**config.mk**
```make
export PLATFORM = sky130hd
export DESIGN_NAME = expression_tokenizer_top
export DESIGN_NICKNAME = d
export VERILOG_FILES = /design/src/sv/etok_pkg.sv /design/src/sv/etok_core.sv /design/src/sv/etok_outq.sv /design/src/sv/expression_tokenizer_top.sv
export SDC_FILE = /design/constraint.sdc
export NUM_CORES = 1
export LEC_CHECK = 0
export ABC_AREA = 1
export ABC_CLOCK_PERIOD_IN_PS = 13300
export BUFFER_PORTS_ARGS = -buffer_cell sky130_fd_sc_hd__buf_2
export CAP_MARGIN = 30
export CORE_ASPECT_RATIO = 0.75
export CORE_MARGIN = 4
export CORE_UTILIZATION = 67
export DETAILED_ROUTE_END_ITERATION = 10
export PLACE_DENSITY = 0.95
export SLEW_MARGIN = 5
export SYNTH_ARGS = -nofsm -noshare
export SYNTH_HDL_FRONTEND = slang
export SYNTH_SLANG_ARGS = --single-unit
```
**constraint.sdc**
```tcl
create_clock -name clk -period 13.3 [get_ports clk]
set_input_delay 1.33 -clock clk [delete_from_list [all_inputs] [get_ports clk]]
set_output_delay 1.33 -clock clk [all_outputs]
set_load 0.01 [all_outputs]
```
**src/sv/etok_pkg.sv**
```systemverilog
`timescale 1ns / 1ps

package etok_pkg;

  localparam int MAX_RESULTS = 4;

  typedef struct packed {
    logic [7:0] byte_in;
    logic       end_mark;
  } char_t;

  typedef struct packed {
    logic [3:0]  token_kind;
    logic [2:0]  relation;
    logic        is_value_char;
    logic [7:0]  value_char;
    logic [1:0]  error_code;
    logic [15:0] line_number;
    logic [15:0] column_number;
    logic        last_of_run;
  } tok_t;

  typedef struct packed {
    tok_t [MAX_RESULTS-1:0] item;
    logic [2:0]             count;
  } batch_t;

  typedef enum logic [3:0] {
    MODE_IDLE  = 4'b0001,
    MODE_HELD  = 4'b0010,
    MODE_NUM   = 4'b0100,
    MODE_IDENT = 4'b1000
  } mode_t;

  localparam logic [3:0] KIND_END    = 4'd0;
  localparam logic [3:0] KIND_PLUS   = 4'd1;
  localparam logic [3:0] KIND_MINUS  = 4'd2;
  localparam logic [3:0] KIND_TIMES  = 4'd3;
  localparam logic [3:0] KIND_DIVIDE = 4'd4;
  localparam logic [3:0] KIND_ROLL   = 4'd5;
  localparam logic [3:0] KIND_LPAREN = 4'd6;
  localparam logic [3:0] KIND_RPAREN = 4'd7;
  localparam logic [3:0] KIND_LBRACK = 4'd8;
  localparam logic [3:0] KIND_RBRACK = 4'd9;
  localparam logic [3:0] KIND_COMMA  = 4'd10;
  localparam logic [3:0] KIND_RELOP  = 4'd11;
  localparam logic [3:0] KIND_NUMBER = 4'd12;
  localparam logic [3:0] KIND_IDENT  = 4'd13;
  localparam logic [3:0] KIND_IN     = 4'd14;
  localparam logic [3:0] KIND_ERROR  = 4'd15;

  localparam logic [2:0] REL_LT = 3'd0;
  localparam logic [2:0] REL_GT = 3'd1;
  localparam logic [2:0] REL_LE = 3'd2;
  localparam logic [2:0] REL_GE = 3'd3;
  localparam logic [2:0] REL_NE = 3'd4;
  localparam logic [2:0] REL_EQ = 3'd5;

  localparam logic [1:0] ERR_NONE     = 2'd0;
  localparam logic [1:0] ERR_UNEXPECT = 2'd1;
  localparam logic [1:0] ERR_FRACTION = 2'd2;

  localparam logic [1:0] KW_NONE    = 2'd0;
  localparam logic [1:0] KW_I       = 2'd1;
  localparam logic [1:0] KW_IN      = 2'd2;
  localparam logic [1:0] KW_NOMATCH = 2'd3;

  localparam logic [7:0] CH_LF     = 8'h0A;
  localparam logic [7:0] CH_PLUS   = 8'h2B;
  localparam logic [7:0] CH_MINUS  = 8'h2D;
  localparam logic [7:0] CH_STAR   = 8'h2A;
  localparam logic [7:0] CH_SLASH  = 8'h2F;
  localparam logic [7:0] CH_LPAREN = 8'h28;
  localparam logic [7:0] CH_RPAREN = 8'h29;
  localparam logic [7:0] CH_LBRACK = 8'h5B;
  localparam logic [7:0] CH_RBRACK = 8'h5D;
  localparam logic [7:0] CH_COMMA  = 8'h2C;
  localparam logic [7:0] CH_DOT    = 8'h2E;
  localparam logic [7:0] CH_ZERO   = 8'h30;
  localparam logic [7:0] CH_LT     = 8'h3C;
  localparam logic [7:0] CH_GT     = 8'h3E;
  localparam logic [7:0] CH_BANG   = 8'h21;
  localparam logic [7:0] CH_EQ     = 8'h3D;
  localparam logic [7:0] CH_LOW_D  = 8'h64;
  localparam logic [7:0] CH_UP_D   = 8'h44;
  localparam logic [7:0] CH_LOW_I  = 8'h69;
  localparam logic [7:0] CH_LOW_N  = 8'h6E;
  localparam logic [7:0] CH_UNDER  = 8'h5F;
  localparam logic [7:0] CH_SPACE  = 8'h20;

  function automatic logic is_digit(input logic [7:0] c);
    return c inside {[8'h30:8'h39]};
  endfunction

  function automatic logic is_alpha(input logic [7:0] c);
    return c inside {[8'h41:8'h5A], [8'h61:8'h7A]};
  endfunction

  function automatic logic is_space(input logic [7:0] c);
    return c inside {CH_SPACE, [8'h09:8'h0D]};
  endfunction

endpackage

```
**src/sv/etok_core.sv**
```systemverilog
`timescale 1ns / 1ps

module etok_core import etok_pkg::*; #(
  parameter int POSITION_BITS = 16
) (
  input  logic   clk,
  input  logic   rst,
  input  logic   accept,
  input  char_t  char_data,
  output batch_t batch
);

  mode_t                    mode, mode_next;
  logic [7:0]               held, held_next;
  logic                     dot, dot_next;
  logic [1:0]               kw, kw_next;
  logic [POSITION_BITS-1:0] line, line_next;
  logic [POSITION_BITS-1:0] col, col_next;

  logic [POSITION_BITS-1:0] line_after, col_after;
  logic [31:0]              line_wide, col_wide, line_wide_a, col_wide_a;
  logic [15:0]              ln_b, cl_b, ln_a, cl_a;
  logic [7:0]               c;
  logic                     is_dd, absorbed, num_ch, id_ch;
  logic [2:0]               n;
  tok_t [MAX_RESULTS-1:0]   res;
  logic [2:0]               held_rel;

  function automatic tok_t mk(input logic [3:0] kind, input logic [2:0] rel,
                              input logic isv, input logic [7:0] ch,
                              input logic [1:0] err, input logic [15:0] ln,
                              input logic [15:0] cl);
    tok_t t;
    t.token_kind    = kind;
    t.relation      = rel;
    t.is_value_char = isv;
    t.value_char    = ch;
    t.error_code    = err;
    t.line_number   = ln;
    t.column_number = cl;
    t.last_of_run   = 1'b0;
    return t;
  endfunction

  always_comb begin
    c = char_data.byte_in;
    if (c == CH_LF) begin
      line_after = (line == '1) ? line : line + POSITION_BITS'(1);
      col_after  = '0;
    end else begin
      line_after = line;
      col_after  = (col == '1) ? col : col + POSITION_BITS'(1);
    end
    line_wide   = 32'(line);
    col_wide    = 32'(col);
    line_wide_a = 32'(line_after);
    col_wide_a  = 32'(col_after);
    ln_b = (line_wide > 32'h0000_FFFF) ? 16'hFFFF : line_wide[15:0];
    cl_b = (col_wide > 32'h0000_FFFF) ? 16'hFFFF : col_wide[15:0];
    ln_a = (line_wide_a > 32'h0000_FFFF) ? 16'hFFFF : line_wide_a[15:0];
    cl_a = (col_wide_a > 32'h0000_FFFF) ? 16'hFFFF : col_wide_a[15:0];
  end

  always_comb begin
    is_dd  = (held == CH_LOW_D) || (held == CH_UP_D);
    num_ch = is_digit(c) || (c == CH_DOT);
    id_ch  = is_alpha(c) || is_digit(c) || (c == CH_UNDER);
    case (held)
      CH_LT:   held_rel = REL_LE;
      CH_GT:   held_rel = REL_GE;
      CH_BANG: held_rel = REL_NE;
      default: held_rel = REL_EQ;
    endcase
    absorbed = !char_data.end_mark &&
               (((mode == MODE_HELD) && is_dd && is_alpha(c)) ||
                ((mode == MODE_HELD) && !is_dd && (c == CH_EQ)) ||
                ((mode == MODE_NUM) && num_ch) ||
                ((mode == MODE_IDENT) && id_ch));
  end

  always_comb begin
    res       = '0;
    n         = 3'd0;
    mode_next = mode;
    held_next = held;
    dot_next  = dot;
    kw_next   = kw;
    line_next = char_data.end_mark ? line : line_after;
    col_next  = char_data.end_mark ? col : col_after;
    if (absorbed) begin
      case (mode)
        MODE_HELD: begin
          if (is_dd) begin
            res[0]    = mk(KIND_IDENT, REL_LT, 1'b1, held, ERR_NONE, ln_b, cl_b);
            res[1]    = mk(KIND_IDENT, REL_LT, 1'b1, c, ERR_NONE, ln_a, cl_a);
            n         = 3'd2;
            mode_next = MODE_IDENT;
            kw_next   = KW_NOMATCH;
          end else begin
            res[0]    = mk(KIND_RELOP, held_rel, 1'b0, 8'd0, ERR_NONE, ln_a, cl_a);
            n         = 3'd1;
            mode_next = MODE_IDLE;
          end
        end
        MODE_NUM: begin
          res[0]   = mk(KIND_NUMBER, REL_LT, 1'b1, c, ERR_NONE, ln_a, cl_a);
          n        = 3'd1;
          dot_next = (c == CH_DOT);
        end
        default: begin
          res[0]  = mk(KIND_IDENT, REL_LT, 1'b1, c, ERR_NONE, ln_a, cl_a);
          n       = 3'd1;
          kw_next = ((kw == KW_I) && (c == CH_LOW_N)) ? KW_IN : KW_NOMATCH;
        end
      endcase
    end else begin
      case (mode)
        MODE_HELD: begin
          if (is_dd) begin
            res[0] = mk(KIND_ROLL, REL_LT, 1'b0, 8'd0, ERR_NONE, ln_b, cl_b);
          end else if (held == CH_LT) begin
            res[0] = mk(KIND_RELOP, REL_LT, 1'b0, 8'd0, ERR_NONE, ln_b, cl_b);
          end else if (held == CH_GT) begin
            res[0] = mk(KIND_RELOP, REL_GT, 1'b0, 8'd0, ERR_NONE, ln_b, cl_b);
          end else begin
            res[0] = mk(KIND_ERROR, REL_LT, 1'b0, held, ERR_UNEXPECT, ln_b, cl_b);
          end
          n = 3'd1;
        end
        MODE_NUM: begin
          if (dot) begin
            res[0] = mk(KIND_ERROR, REL_LT, 1'b0, 8'd0, ERR_FRACTION, ln_b, cl_b);
            res[1] = mk(KIND_NUMBER, REL_LT, 1'b1, CH_ZERO, ERR_NONE, ln_b, cl_b);
            res[2] = mk(KIND_NUMBER, REL_LT, 1'b0, 8'd0, ERR_NONE, ln_b, cl_b);
            n      = 3'd3;
          end else begin
            res[0] = mk(KIND_NUMBER, REL_LT, 1'b0, 8'd0, ERR_NONE, ln_b, cl_b);
            n      = 3'd1;
          end
          dot_next = 1'b0;
        end
        MODE_IDENT: begin
          res[0]  = mk((kw == KW_IN) ? KIND_IN : KIND_IDENT, REL_LT, 1'b0, 8'd0,
                       ERR_NONE, ln_b, cl_b);
          n       = 3'd1;
          kw_next = KW_NONE;
        end
        default: begin
          n = 3'd0;
        end
      endcase
      mode_next = MODE_IDLE;
      if (char_data.end_mark) begin
        res[n[1:0]] = mk(KIND_END, REL_LT, 1'b0, 8'd0, ERR_NONE, ln_b, cl_b);
        n           = n + 3'd1;
      end else if (!is_space(c)) begin
        case (c)
          CH_PLUS, CH_MINUS, CH_STAR, CH_SLASH, CH_LPAREN, CH_RPAREN,
          CH_LBRACK, CH_RBRACK, CH_COMMA: begin
            case (c)
              CH_PLUS:   res[n[1:0]] = mk(KIND_PLUS, REL_LT, 1'b0, 8'd0, ERR_NONE,
                                          ln_a, cl_a);
              CH_MINUS:  res[n[1:0]] = mk(KIND_MINUS, REL_LT, 1'b0, 8'd0, ERR_NONE,
                                          ln_a, cl_a);
              CH_STAR:   res[n[1:0]] = mk(KIND_TIMES, REL_LT, 1'b0, 8'd0, ERR_NONE,
                                          ln_a, cl_a);
              CH_SLASH:  res[n[1:0]] = mk(KIND_DIVIDE, REL_LT, 1'b0, 8'd0, ERR_NONE,
                                          ln_a, cl_a);
              CH_LPAREN: res[n[1:0]] = mk(KIND_LPAREN, REL_LT, 1'b0, 8'd0, ERR_NONE,
                                          ln_a, cl_a);
              CH_RPAREN: res[n[1:0]] = mk(KIND_RPAREN, REL_LT, 1'b0, 8'd0, ERR_NONE,
                                          ln_a, cl_a);
              CH_LBRACK: res[n[1:0]] = mk(KIND_LBRACK, REL_LT, 1'b0, 8'd0, ERR_NONE,
                                          ln_a, cl_a);
              CH_RBRACK: res[n[1:0]] = mk(KIND_RBRACK, REL_LT, 1'b0, 8'd0, ERR_NONE,
                                          ln_a, cl_a);
              default:   res[n[1:0]] = mk(KIND_COMMA, REL_LT, 1'b0, 8'd0, ERR_NONE,
                                          ln_a, cl_a);
            endcase
            n = n + 3'd1;
          end
          CH_LOW_D, CH_UP_D, CH_LT, CH_GT, CH_BANG, CH_EQ: begin
            held_next = c;
            mode_next = MODE_HELD;
          end
          default: begin
            if (is_digit(c)) begin
              res[n[1:0]] = mk(KIND_NUMBER, REL_LT, 1'b1, c, ERR_NONE, ln_a, cl_a);
              mode_next   = MODE_NUM;
              dot_next    = 1'b0;
            end else if (is_alpha(c)) begin
              res[n[1:0]] = mk(KIND_IDENT, REL_LT, 1'b1, c, ERR_NONE, ln_a, cl_a);
              mode_next   = MODE_IDENT;
              kw_next     = (c == CH_LOW_I) ? KW_I : KW_NOMATCH;
            end else begin
              res[n[1:0]] = mk(KIND_ERROR, REL_LT, 1'b0, c, ERR_UNEXPECT, ln_a, cl_a);
            end
            n = n + 3'd1;
          end
        endcase
      end
    end
    batch.item  = res;
    batch.count = n;
  end

  always_ff @(posedge clk) begin
    if (rst) begin
      mode <= MODE_IDLE;
      held <= 8'd0;
      dot  <= 1'b0;
      kw   <= KW_NONE;
      line <= POSITION_BITS'(1);
      col  <= '0;
    end else if (accept) begin
      mode <= mode_next;
      held <= held_next;
      dot  <= dot_next;
      kw   <= kw_next;
      line <= line_next;
      col  <= col_next;
    end
  end

endmodule

```
**src/sv/etok_outq.sv**
```systemverilog
`timescale 1ns / 1ps

module etok_outq import etok_pkg::*; (
  input  logic   clk,
  input  logic   rst,
  input  logic   load,
  input  batch_t batch,
  output logic   free,
  output logic   tok_valid,
  input  logic   tok_ready,
  output tok_t   tok_data
);

  localparam int IDX_W = $clog2(MAX_RESULTS);

  tok_t [MAX_RESULTS-1:0] slot;
  logic [2:0]             count;
  logic [IDX_W-1:0]       idx;
  logic                   last;

  always_comb begin
    last      = (3'({1'b0, idx}) + 3'd1 == count);
    tok_valid = (count != 3'd0);
    free      = (count == 3'd0) || (tok_ready && last);
    tok_data  = slot[idx];
    tok_data.last_of_run = last;
  end

  always_ff @(posedge clk) begin
    if (rst) begin
      count <= 3'd0;
      idx   <= '0;
    end else if (load) begin
      count <= batch.count;
      idx   <= '0;
    end else if (tok_valid && tok_ready) begin
      if (last) begin
        count <= 3'd0;
        idx   <= '0;
      end else begin
        idx <= idx + IDX_W'(1);
      end
    end
  end

  always_ff @(posedge clk) begin
    if (load) begin
      slot <= batch.item;
    end
  end

endmodule

```
**src/sv/expression_tokenizer_top.sv**
```systemverilog
`timescale 1ns / 1ps

// Channel   Handshake                Payload
// char      char_valid/char_ready    char_data (char_t: byte_in, end_mark)
// tok       tok_valid/tok_ready      tok_data (tok_t: token kind, value, position)
//
// A character transaction is decoded in the cycle it is accepted and its results
// are written into a four-entry result register; they leave one per cycle while
// tok_ready is high. With tok_ready high, one character per cycle is taken while each
// causes at most one result; a character with k results holds the input until the last is taken.
// Reset clears the scan state, sets the line count to one and the column to zero.
// A stalled tok_ready holds char_ready low while the result register holds any result.

module expression_tokenizer_top import etok_pkg::*; #(
  parameter int POSITION_BITS = 16
) (
  input  logic  clk,
  input  logic  rst,
  input  logic  char_valid,
  output logic  char_ready,
  input  char_t char_data,
  output logic  tok_valid,
  input  logic  tok_ready,
  output tok_t  tok_data
);

  batch_t batch;
  logic   accept;
  logic   free;

  assign char_ready = free;
  assign accept     = char_valid && free;

  etok_core #(
    .POSITION_BITS(POSITION_BITS)
  ) u_core (
    .clk      (clk),
    .rst      (rst),
    .accept   (accept),
    .char_data(char_data),
    .batch    (batch)
  );

  etok_outq u_outq (
    .clk      (clk),
    .rst      (rst),
    .load     (accept),
    .batch    (batch),
    .free     (free),
    .tok_valid(tok_valid),
    .tok_ready(tok_ready),
    .tok_data (tok_data)
  );

endmodule

```
Word level (Yosys, flattened, before mapping)
Cells that the tools add are included.
- register bits: 256
- input bits: 13
- output and inout port bits: 53
- logic and storage cells: 222
- $add $sub $neg: 5
- magnitude comparators: 11
- equality and inequality tests: 38
- multiplexer cells: 82
- bitwise logic cells: 3
- reductions and logical operators: 43
- operator list (cell ; count):
    bitwise mux 204 bit ; 13
    case mux 204 bit (8 select lines) ; 1
    two-way mux 204 bit ; 4
    two-way mux 102 bit ; 4
    case mux 204 bit (2 select lines) ; 1
    two-way mux 51 bit ; 7
    case mux 51 bit (3 select lines) ; 1
    == test 8 x 6 -> 1 bit, second input constant ; 16
    binary-select mux 51 bit (select 2 bit) ; 1
    demux 51 bit (select 2 bit) ; 1
    case mux 51 bit (2 select lines) ; 1
    two-way mux 50 bit ; 2
    == test 8 x 7 -> 1 bit, second input constant ; 9
    two-way mux 16 bit ; 4
    two-way mux 49 bit ; 1
    adder 16 x 1 -> 16 bit, second input constant ; 2
    == test 16 bit, second input constant ; 2
    two-way mux 2 bit ; 14
    two-way mux 4 bit ; 7
    two-way mux 3 bit ; 8
    greater-or-equal comparator 8 x 7 -> 1 bit, second input constant ; 2
    less-or-equal comparator 8 x 7 -> 1 bit, second input constant ; 2
    logical AND 1 bit ; 16
    OR reduction 15 bit ; 1
    other kinds (35) ; 62

Logic depth before layout (Yosys ltp)
Gate-level depths: netlist of run 1.
- depth in word-level cells: 21
- mapped depth: 16
- gate-level depth less buffers: 15

Hierarchy
A second synthesis of run 1 with hierarchy kept.
- cells, all modules: 1928
- area total of the unflattened synthesis: 15038.2 um2
- by module, submodules not included (module ; instances ; cells each ; area an instance (um2) ; sequential area each (um2)):
    etok_outq ; 1 ; 530 ; 7654.8 ; 6105.9
    etok_core ; 1 ; 1396 ; 7375.8 ; 940.9
    expression_tokenizer_top ; 1 ; 2 ; 7.5 ; 0.0

Worst setup path after synthesis of run 1
No wires, ideal clock.
- path type: input-to-reg
- from: in tok_ready
- to: reg u_core.held[0]
- library setup time: 0.064 ns
- arrival: 4.728 ns
- required time: 13.236 ns
- path slack: 8.508 ns
- stages: 9
- buffers on the path: 1
- path through: nand2_1 > nand2_1 > nand2_1 > inv_1 > buf_2 > nand3_2 > nand2_1 > nand2_1 > nor2_1
- word-level cells in the longest chain between the ends: 4
- RTL lines (item ; RTL line ; RTL):
    from (decl) ; expression_tokenizer_top.sv:23 ; input logic tok_ready,
    logical AND 1 bit ; etok_outq.sv:24 ; free = (count == 3'd0) || (tok_ready && last);
    logical OR 1 bit ; etok_outq.sv:24 ;
    named net char_ready ; expression_tokenizer_top.sv:20 ; output logic char_ready,
    logical AND 1 bit ; expression_tokenizer_top.sv:32 ; assign accept = char_valid && free;
    named net accept ; expression_tokenizer_top.sv:28 ; logic accept;
    AND reduction 5 bit (no source line) ; n/a ;
    to (signal assigned) ; etok_core.sv:217 ; held <= held_next;
    to (decl) ; etok_core.sv:14 ; logic [7:0] held, held_next;
The timed path passes the listed nets, and every way through them passes these cells.
A chain may end at the register's enable or synchronous reset.

Worst setup path after layout of run 1
- from: in char_data[5] in the netlist's numbering
- to: reg u_outq.slot[130] in the netlist's numbering, data pin
- word-level cells in the longest chain between the ends: 8
- elaborated cells on any way between the ends: 65
- those cells by class: order compare (8); eq/ne (19); mux (19); reduce/logical (19)
- RTL lines (item ; RTL line ; RTL):
    from (decl) ; expression_tokenizer_top.sv:21 ; input char_t char_data,
    greater-or-equal comparator 8 x 7 -> 1 bit (tied with other cells) ; etok_pkg.sv:96 ; return c inside {[8'h41:8'h5A], [8'h61:8'h7A]};
    logical AND 1 bit / two-way mux 16 bit (equally long branches) ; etok_pkg.sv:96, etok_core.sv:47 ;
    nonzero test 2 bit (tied with other cells) ; etok_pkg.sv:96 ;
    two-way mux 204 bit (tied with other cells) ; etok_core.sv:191 ; end else if (is_alpha(c)) begin
    two-way mux 204 bit (tied with other cells) ; etok_core.sv:187 ; if (is_digit(c)) begin
    case mux 204 bit (2 select lines) (tied with other cells) ; etok_core.sv:157 ; case (c)
    two-way mux 204 bit / logical OR 1 bit (equally long branches) ; etok_core.sv:156, etok_core.sv:77 ;
    two-way mux 204 bit / logical AND 1 bit (equally long branches) ; etok_core.sv:153, etok_core.sv:74 ;
    to (signal assigned) ; etok_outq.sv:48 ; slot <= batch.item;
    to (decl) ; etok_outq.sv:16 ; tok_t [MAX_RESULTS-1:0] slot;
Parallel ways exist; a longest one is shown, timed or not.

==> metrics.csv, run 1 <==
stage,metric,value,unit
run_status,status,"finished, final reports clean",
yosys,Syn Inst Count,1593,
timing,max_slew headroom,36.7,%
yosys,YS warnings,0,
power_and_ir_drop,Peak VDD IR,0.135,mV
place,post-detail-place hpwl,26200,um
timing,final worst slack,8.80,ns
place,IO buf count,65,
flow_run,Max Cap Viol,0,
yosys,#FFs+latches synth,240,
final_layout,# fillers,1165,
timing,Least-Margin Pin Slew,0.945,ns
clock_tree,CTS clock-pin slew for the worst setup and hold paths,0.06,ns
place,DP Area,0.0135,mm2
power_and_ir_drop,P per Cell Area,129,mW/mm2
global_route,vias in the first global route,12000,
place,dpl cells,1834,
yosys,Netlist cell types,49,
clock_tree,hold_buf cts,0,
worst_setup_path,WS Path Type,in -> reg,
drt,Vias/cell,6.89,
yosys,Mapped Avg Cell Area,8.23,um2
yosys,post-synthesis sequential area ratio,51.0,%
clock_tree,clock root buffer,clkbuf_16,
clock_tree,H-tree Lvls,1,
min_path,Hold WC Path Type,reg -> reg,
final_layout,most frequent cells in the layout,"nand2_1, nor2_1, o21ai_0",
clock_tree,PostCTS Resize Cnt,0,
floorplanning,Initial Utilization,69.6,%
drt,post-DR wirelength/cell,22.5,um
timing,Setup Skew,0.0156,ns
final_layout,post-layout util,76.0,%
global_route,GR Util All Layers,37.8,%
timing,TNS Setup,0,ns
drt,1st-iter DRT viols,2444,
global_route,largest net degree at the start of global routing,97,
yosys,"area leader, netlist",edfxtp_1,
final_layout,share of cells above drive strength 1,10.4,%
final_layout,final instance area,0.0143,mm2
final_layout,"commonest non-fill, non-tap cell in the layout",nand2_1,
yosys,synth top area cells,"edfxtp_1, dfxtp_1, o21ai_0",
floorplanning,chip width,169,um
timing,hold violation count in the final report,0,
power_and_ir_drop,Lkg Pwr,5.61,nW
clock_tree,Clock Path Buffers,3,
yosys,Post-Syn Area,0.0131,mm2
final_layout,P&R area growth vs syn,9.23,%
clock_tree,Num CTS Buffers,23,
worst_setup_path,Crit path arrival time,4.74,ns
global_route,antenna violations before repair,0,
yosys,Yosys top cell area share,43.1,%
global_route,total gr overflow,0,
global_route,first-pass GRT wire length,65400,um
drt,first-pass iteration count of the detailed router,7,
drt,Vias,12900,
place,GPL Wtd Cong,0.987,
clock_tree,post-CTS setup buffers,0,
worst_setup_path,"Req. time, crit path",13.53,ns
drt,antenna-violating nets left,0,
timing,Final setup viols,0,
timing,fmax,222,MHz
floorplanning,num ports,66,
floorplanning,core area,0.0188,mm2
place,DP Worst Slack,8.47,ns
clock_tree,clock sinks,240,
drt,Remaining DRCs,0,
worst_setup_path,startpoint types,input port,
yosys,top_reg_cell synth,edfxtp_1,
floorplanning,Die Area,0.0219,mm2
final_layout,final net count,1630,
timing,RSZ-0062 raised after global routing,false,
worst_setup_path,Worst Setup End Kind,flop,
timing,crit path time final,4.50,ns
clock_tree,CTS tree,built,
worst_setup_path,Crit Path Max Fanout,76,
yosys,Post-synth EDFFs,188,
yosys,ys async rst share,0,%
floorplanning,FP Rows,43,
floorplanning,die height,129,um
drt,final wirelength,42200,um
clock_tree,clock latency on the worst-skew pair,0.53,ns
timing,Final Max Slew Viols,0,
final_layout,Finished Layout Cells,1878,
timing,"Period Utilization, post-route",33.9,%
[cell type report]
type	count	area (um2)	area share, %
sequential	240	6690	46.7
tap	247	309	2.16
multi-input combinational	1138	5550	38.8
antenna	1	2.50	0.0175
inverter	129	492	3.44
clock inverter	14	146	1.02
clock buffer	27	611	4.27
timing repair buffer	82	518	3.62
[power breakdown]
| part | internal [W] | total, W | switching (W) |
|---|---|---|---|
| registers | 0.000881 | 0.000915 | 0.0000332 |
| clock network | 0.000372 | 0.000668 | 0.000296 |
| logic | 0.0000706 | 0.000258 | 0.000187 |
[flip-flops by register name, summed over array words and instances, names as in the netlist]
signal and cells:
u_core.cl_b 16, u_core.dot 1, u_core.held 8, u_core.kw 2, u_core.line 16, u_core.mode 4, u_outq.count 3, u_outq.idx 2
u_outq.slot 188
[cell usage after synthesis, types with 3 or more instances]
cell type  instances
inv_1            111
nand2_2            5
o21ai_0          191
a22oi_1            6
o221ai_1           6
nor2_1           242
inv_2             16
nand3_1          102
clkbuf_1          58
nor2_4             3
a31oi_1            6
buf_4              4
xor2_1            21
nor3_1            27
buf_2             22
o22ai_1           85
o211ai_1          17
clkbuf_2           4
o31ai_1            3
buf_6              4
nand4_1           21
dfxtp_1           52
nand3_2            3
ha_1               3
edfxtp_1         188
nand2_1          244
a21oi_1           68
o21ai_1           40
nor2_2             9
buf_1              5
[kinds of logic after synthesis]
family          Yosys count  share of synthesized area [%]
xor+xnor                 23                           1.54
other cells               1                         0.0286
simple gates            669                           21.8
fa+ha+maj                 3                          0.286
compound gates          431                           18.3
flops                   240                           51.0
buf+inv                 226                           7.08
[final timing paths]
check / startpoint / endpoint / slack, ns / depth (start not counted)
hold reg to reg: u_outq.count[1] / u_outq.count[1] / 0.50 / 2
setup / recovery: char_data[5] / u_outq.slot[130] / 8.80 / 15
setup reg to reg: u_outq.idx[1] / u_outq.count[1] / 9.29 / 11
hold / removal: u_outq.count[1] / u_outq.count[1] / 0.50 / 2
[metrics by stage]
stage | hold WS (ns) | total power, W
final | 0.498 | 0.00184
after detailed placement | 0.480 | 0.00117
after CTS | 0.491 | 0.00183
after floorplan | 0.448 | 0.00109
after global routing | 0.521 | 0.00190
after global placement | 0.472 | 0.00116
[routing by layer]
| layer | track usage [%] | vias up | part of all wire, % |
|---|---|---|---|
| li1 | - | 5609 | - |
| met1 | 53.6 | 5891 | 37 |
| met2 | 56.6 | 1217 | 43 |
| met3 | 10.6 | 226 | 16 |
| met4 | 12.9 | 0 | 4.0 |
| met5 | 0 | - | 0 |
[worst max-delay path: stages]
cell,delay (ns)
buf_2,0.16
inv_2,0.16
nand2_2,0.08
nor2_1,0.47
nand2_1,0.10
nand2_1,0.08
nand2_1,0.06
nand2_1,0.11
a21oi_4,0.06
nand2_4,0.16
nand2_4,0.51
inv_4,0.57
nor2_2,0.08
inv_2,0.62
nor2_1,0.16
Power figures use the tool's default switching activity.
==> run 2: changes to the inputs <==
--- a/config.mk
+++ b/config.mk
@@ -6,14 +6,14 @@
 export NUM_CORES = 1
 export LEC_CHECK = 0
 export ABC_AREA = 1
-export ABC_CLOCK_PERIOD_IN_PS = 13300
+export ABC_CLOCK_PERIOD_IN_PS = 3980
 export BUFFER_PORTS_ARGS = -buffer_cell sky130_fd_sc_hd__buf_2
 export CAP_MARGIN = 30
 export CORE_ASPECT_RATIO = 0.75
 export CORE_MARGIN = 4
-export CORE_UTILIZATION = 67
+export CORE_UTILIZATION = 56
 export DETAILED_ROUTE_END_ITERATION = 10
-export PLACE_DENSITY = 0.95
+export PLACE_DENSITY = 0.88
 export SLEW_MARGIN = 5
 export SYNTH_ARGS = -nofsm -noshare
 export SYNTH_HDL_FRONTEND = slang
==> constraint.sdc (replaced) <==
create_clock -name clk -period 3.98 [get_ports clk]
set_input_delay 0.398 -clock clk [delete_from_list [all_inputs] [get_ports clk]]
set_output_delay 0.398 -clock clk [all_outputs]
set_load 0.01 [all_outputs]
==> metrics.csv, run 2 (synthesized netlist as in run 1, its figures left out) <==
stage,metric,value,unit,change
run_status,status,"finished, final reports clean",,
clock_tree,PostCTS Resize Cnt,0,,unchanged
drt,Vias/cell,6.33,,-8.1%
final_layout,max FFs per register,188,,unchanged
clock_tree,CTS clock-pin slew for the worst setup and hold paths,0.06,ns,about the same
min_path,Hold Path Origin,rst,,
power_and_ir_drop,P_sw,0.00172,W,+230%
timing,Final Max Slew Viols,0,,unchanged
drt,post-DR wirelength/cell,20.6,um,-8.2%
final_layout,Finished Layout Cells,1946,,+3.6%
final_layout,n_diodes,0,,-1
global_route,vias in the first global route,11400,,-4.9%
power_and_ir_drop,P per Cell Area,435,mW/mm2,+240%
worst_setup_path,Worst path max stage delay,0.60,ns,-0.02 ns
power_and_ir_drop,total power,0.00632,W,+240%
min_path,Min-Delay Path Depth,2,,unchanged
power_and_ir_drop,sequential power share,48.2,%,-1.5 points
timing,Least-Margin Pin Slew,0.885,ns,-0.0607 ns
drt,Remaining DRCs,0,,unchanged
timing,crit path time final,3.10,ns,
final_layout,"commonest non-fill, non-tap cell in the layout",nand2_1,,
worst_setup_path,"CP delay by family, top",buffers and inverters,,
worst_setup_path,CP max-delay cell,clkinv_1,,
clock_tree,clock root buffer,clkbuf_16,,
worst_setup_path,worst-path cell chain,clkinv_1 > buf_4 > o21ai_0 > o22ai_1 > buf_2,,
timing,Setup Skew,0.0307,ns,+0.0151 ns
drt,antenna-violating nets left,0,,unchanged
timing,TNS Setup,0,ns,unchanged
clock_tree,Num CTS Buffers,25,,+8.7%
drt,Vias,12300,,-4.8%
worst_setup_path,"Buf+Inv Stages, Crit Path",3,,-1
floorplanning,Initial Utilization,57.0,%,-13 points
global_route,total gr overflow,0,,unchanged
clock_tree,CTS tree,built,,
floorplanning,chip width,185,um,+8.9%
power_and_ir_drop,P_int,0.00461,W,+250%
place,post-detail-place hpwl,26600,um,+1.2%
drt,final wirelength,40200,um,-4.9%
worst_setup_path,Crit Path Max Fanout,28,,-63%
timing,RSZ-0062 raised after global routing,false,,
drt,1st-iter DRT viols,1848,,-24%
drt,first-pass iteration count of the detailed router,6,,-1
timing,fmax,323,MHz,
global_route,first-pass GRT wire length,62800,um,-3.9%
global_route,antenna violations before repair,0,,unchanged
timing,hold slack,0.161,ns,-0.338 ns
min_path,Hold WC Path Type,in -> reg,,
clock_tree,clock sinks,240,,unchanged
clock_tree,hold_buf cts,0,,unchanged
power_and_ir_drop,part of the power in combinational logic,13.4,%,-0.6 points
floorplanning,core area,0.0230,mm2,+22%
final_layout,most frequent cells in the layout,"nand2_1, nor2_1, o21ai_0",,
clock_tree,H-tree Lvls,1,,unchanged
final_layout,Reg with most FFs,u_outq.slot,,
final_layout,P&R area growth vs syn,10.8,%,
power_and_ir_drop,Peak VDD IR,0.387,mV,+190%
place,dpl cells,1899,,+3.5%
worst_setup_path,"Req. time, crit path",3.58,ns,-9.95 ns
worst_setup_path,flop2flop setup slack,0.94,ns,-8.35 ns
floorplanning,Die Area,0.0259,mm2,+19%
flow_run,Max Cap Viol,0,,unchanged
worst_setup_path,reg-to-reg endpoint,u_outq.slot[8],,
worst_setup_path,startpoint types,flop,,
final_layout,share of cells above drive strength 1,10.9,%,+0.51 points
place,IO buf count,65,,unchanged
final_layout,final net count,1643,,+0.80%
timing,max_slew headroom,41.0,%,+4.3 points
place,GPL Wtd Cong,1.08,,+9.3%
global_route,largest net degree at the start of global routing,93,,-4.1%
floorplanning,num ports,66,,unchanged
timing,hold violation count in the final report,0,,unchanged
worst_setup_path,Worst Setup End Kind,primary output,,
timing,"Period Utilization, post-route",77.8,%,
power_and_ir_drop,Lkg Pwr,5.69,nW,+1.4%
clock_tree,clock latency on the worst-skew pair,0.56,ns,+0.03 ns
floorplanning,FP Rows,48,,+12%
worst_setup_path,R2R depth,12,,+1
worst_setup_path,FF-to-FF Start,u_core.mode[0],,
worst_setup_path,WS Path Type,reg -> out,,
clock_tree,post-CTS setup buffers,0,,unchanged
worst_setup_path,Crit path arrival time,2.70,ns,-2.04 ns
clock_tree,Clock Path Buffers,3,,unchanged
power_and_ir_drop,Clock power frac,38.4,%,+2.1 points
floorplanning,die height,140,um,+8.8%
timing,Final setup viols,0,,unchanged
min_path,Worst Hold Endpoint,u_outq.count[2],,
global_route,GR Util All Layers,30.2,%,-7.5 points
power_and_ir_drop,switching portion of total power,27.1,%,-0.90 points
final_layout,post-layout util,63.1,%,-13 points
## run 2: area by class of cell
cell class | instances | area [um2]
Sequential cell | 240 | 6690
Tap cell | 300 | 375
Inverter | 129 | 492
Clock inverter | 11 | 149
Multi-Input combinational cell | 1138 | 5540
Clock buffer | 35 | 693
Timing Repair Buffer | 93 | 586
Fill cell | 1946 | 8480
## run 2: power groups by stage
| stage | sequential [W] | clock, W | combinational (W) |
|---|---|---|---|
| 5_1_grt | 0.00307 | 0.00254 | 0.000931 |
| 2_1_floorplan | 0.00306 | 0 | 0.000565 |
| 3_5_place_dp | 0.00309 | 0 | 0.000825 |
| 3_3_place_gp | 0.00308 | 0 | 0.000804 |
| 6_report | 0.00305 | 0.00243 | 0.000848 |
| 4_1_cts | 0.00304 | 0.00243 | 0.000832 |
## run 2: worst max-delay path by stage
stage                             start          endpoint  cells past startpoint
final                     u_outq.idx[1]       tok_data[4]                      5
after global routing      u_outq.idx[1]       tok_data[4]                      5
after CTS                 u_outq.idx[0]       tok_data[4]                      4
after detailed placement   char_data[8]  u_outq.slot[110]                     16
after global placement     char_data[6]    u_outq.slot[5]                     13
after floorplan           u_outq.idx[1]    u_core.held[0]                     12
## run 2: through the flow
| step | setup slack (ns) | area (um2) |
|---|---|---|
| final | 0.883 | 14500 |
| after global routing | 0.781 | 14500 |
| after CTS | 0.954 | 14500 |
| after detailed placement | 0.978 | 13700 |
| after global placement | 0.946 | 13700 |
| after floorplan | 0.593 | 13100 |
## run 2: layer usage
metal,GRT usage (%),share of wire (%),up-vias
met3,8.77,14,103
met1,43.7,41,5751
li1,-,-,5630
met4,8.30,2.8,0
met2,44.9,43,842
met5,0,0,-
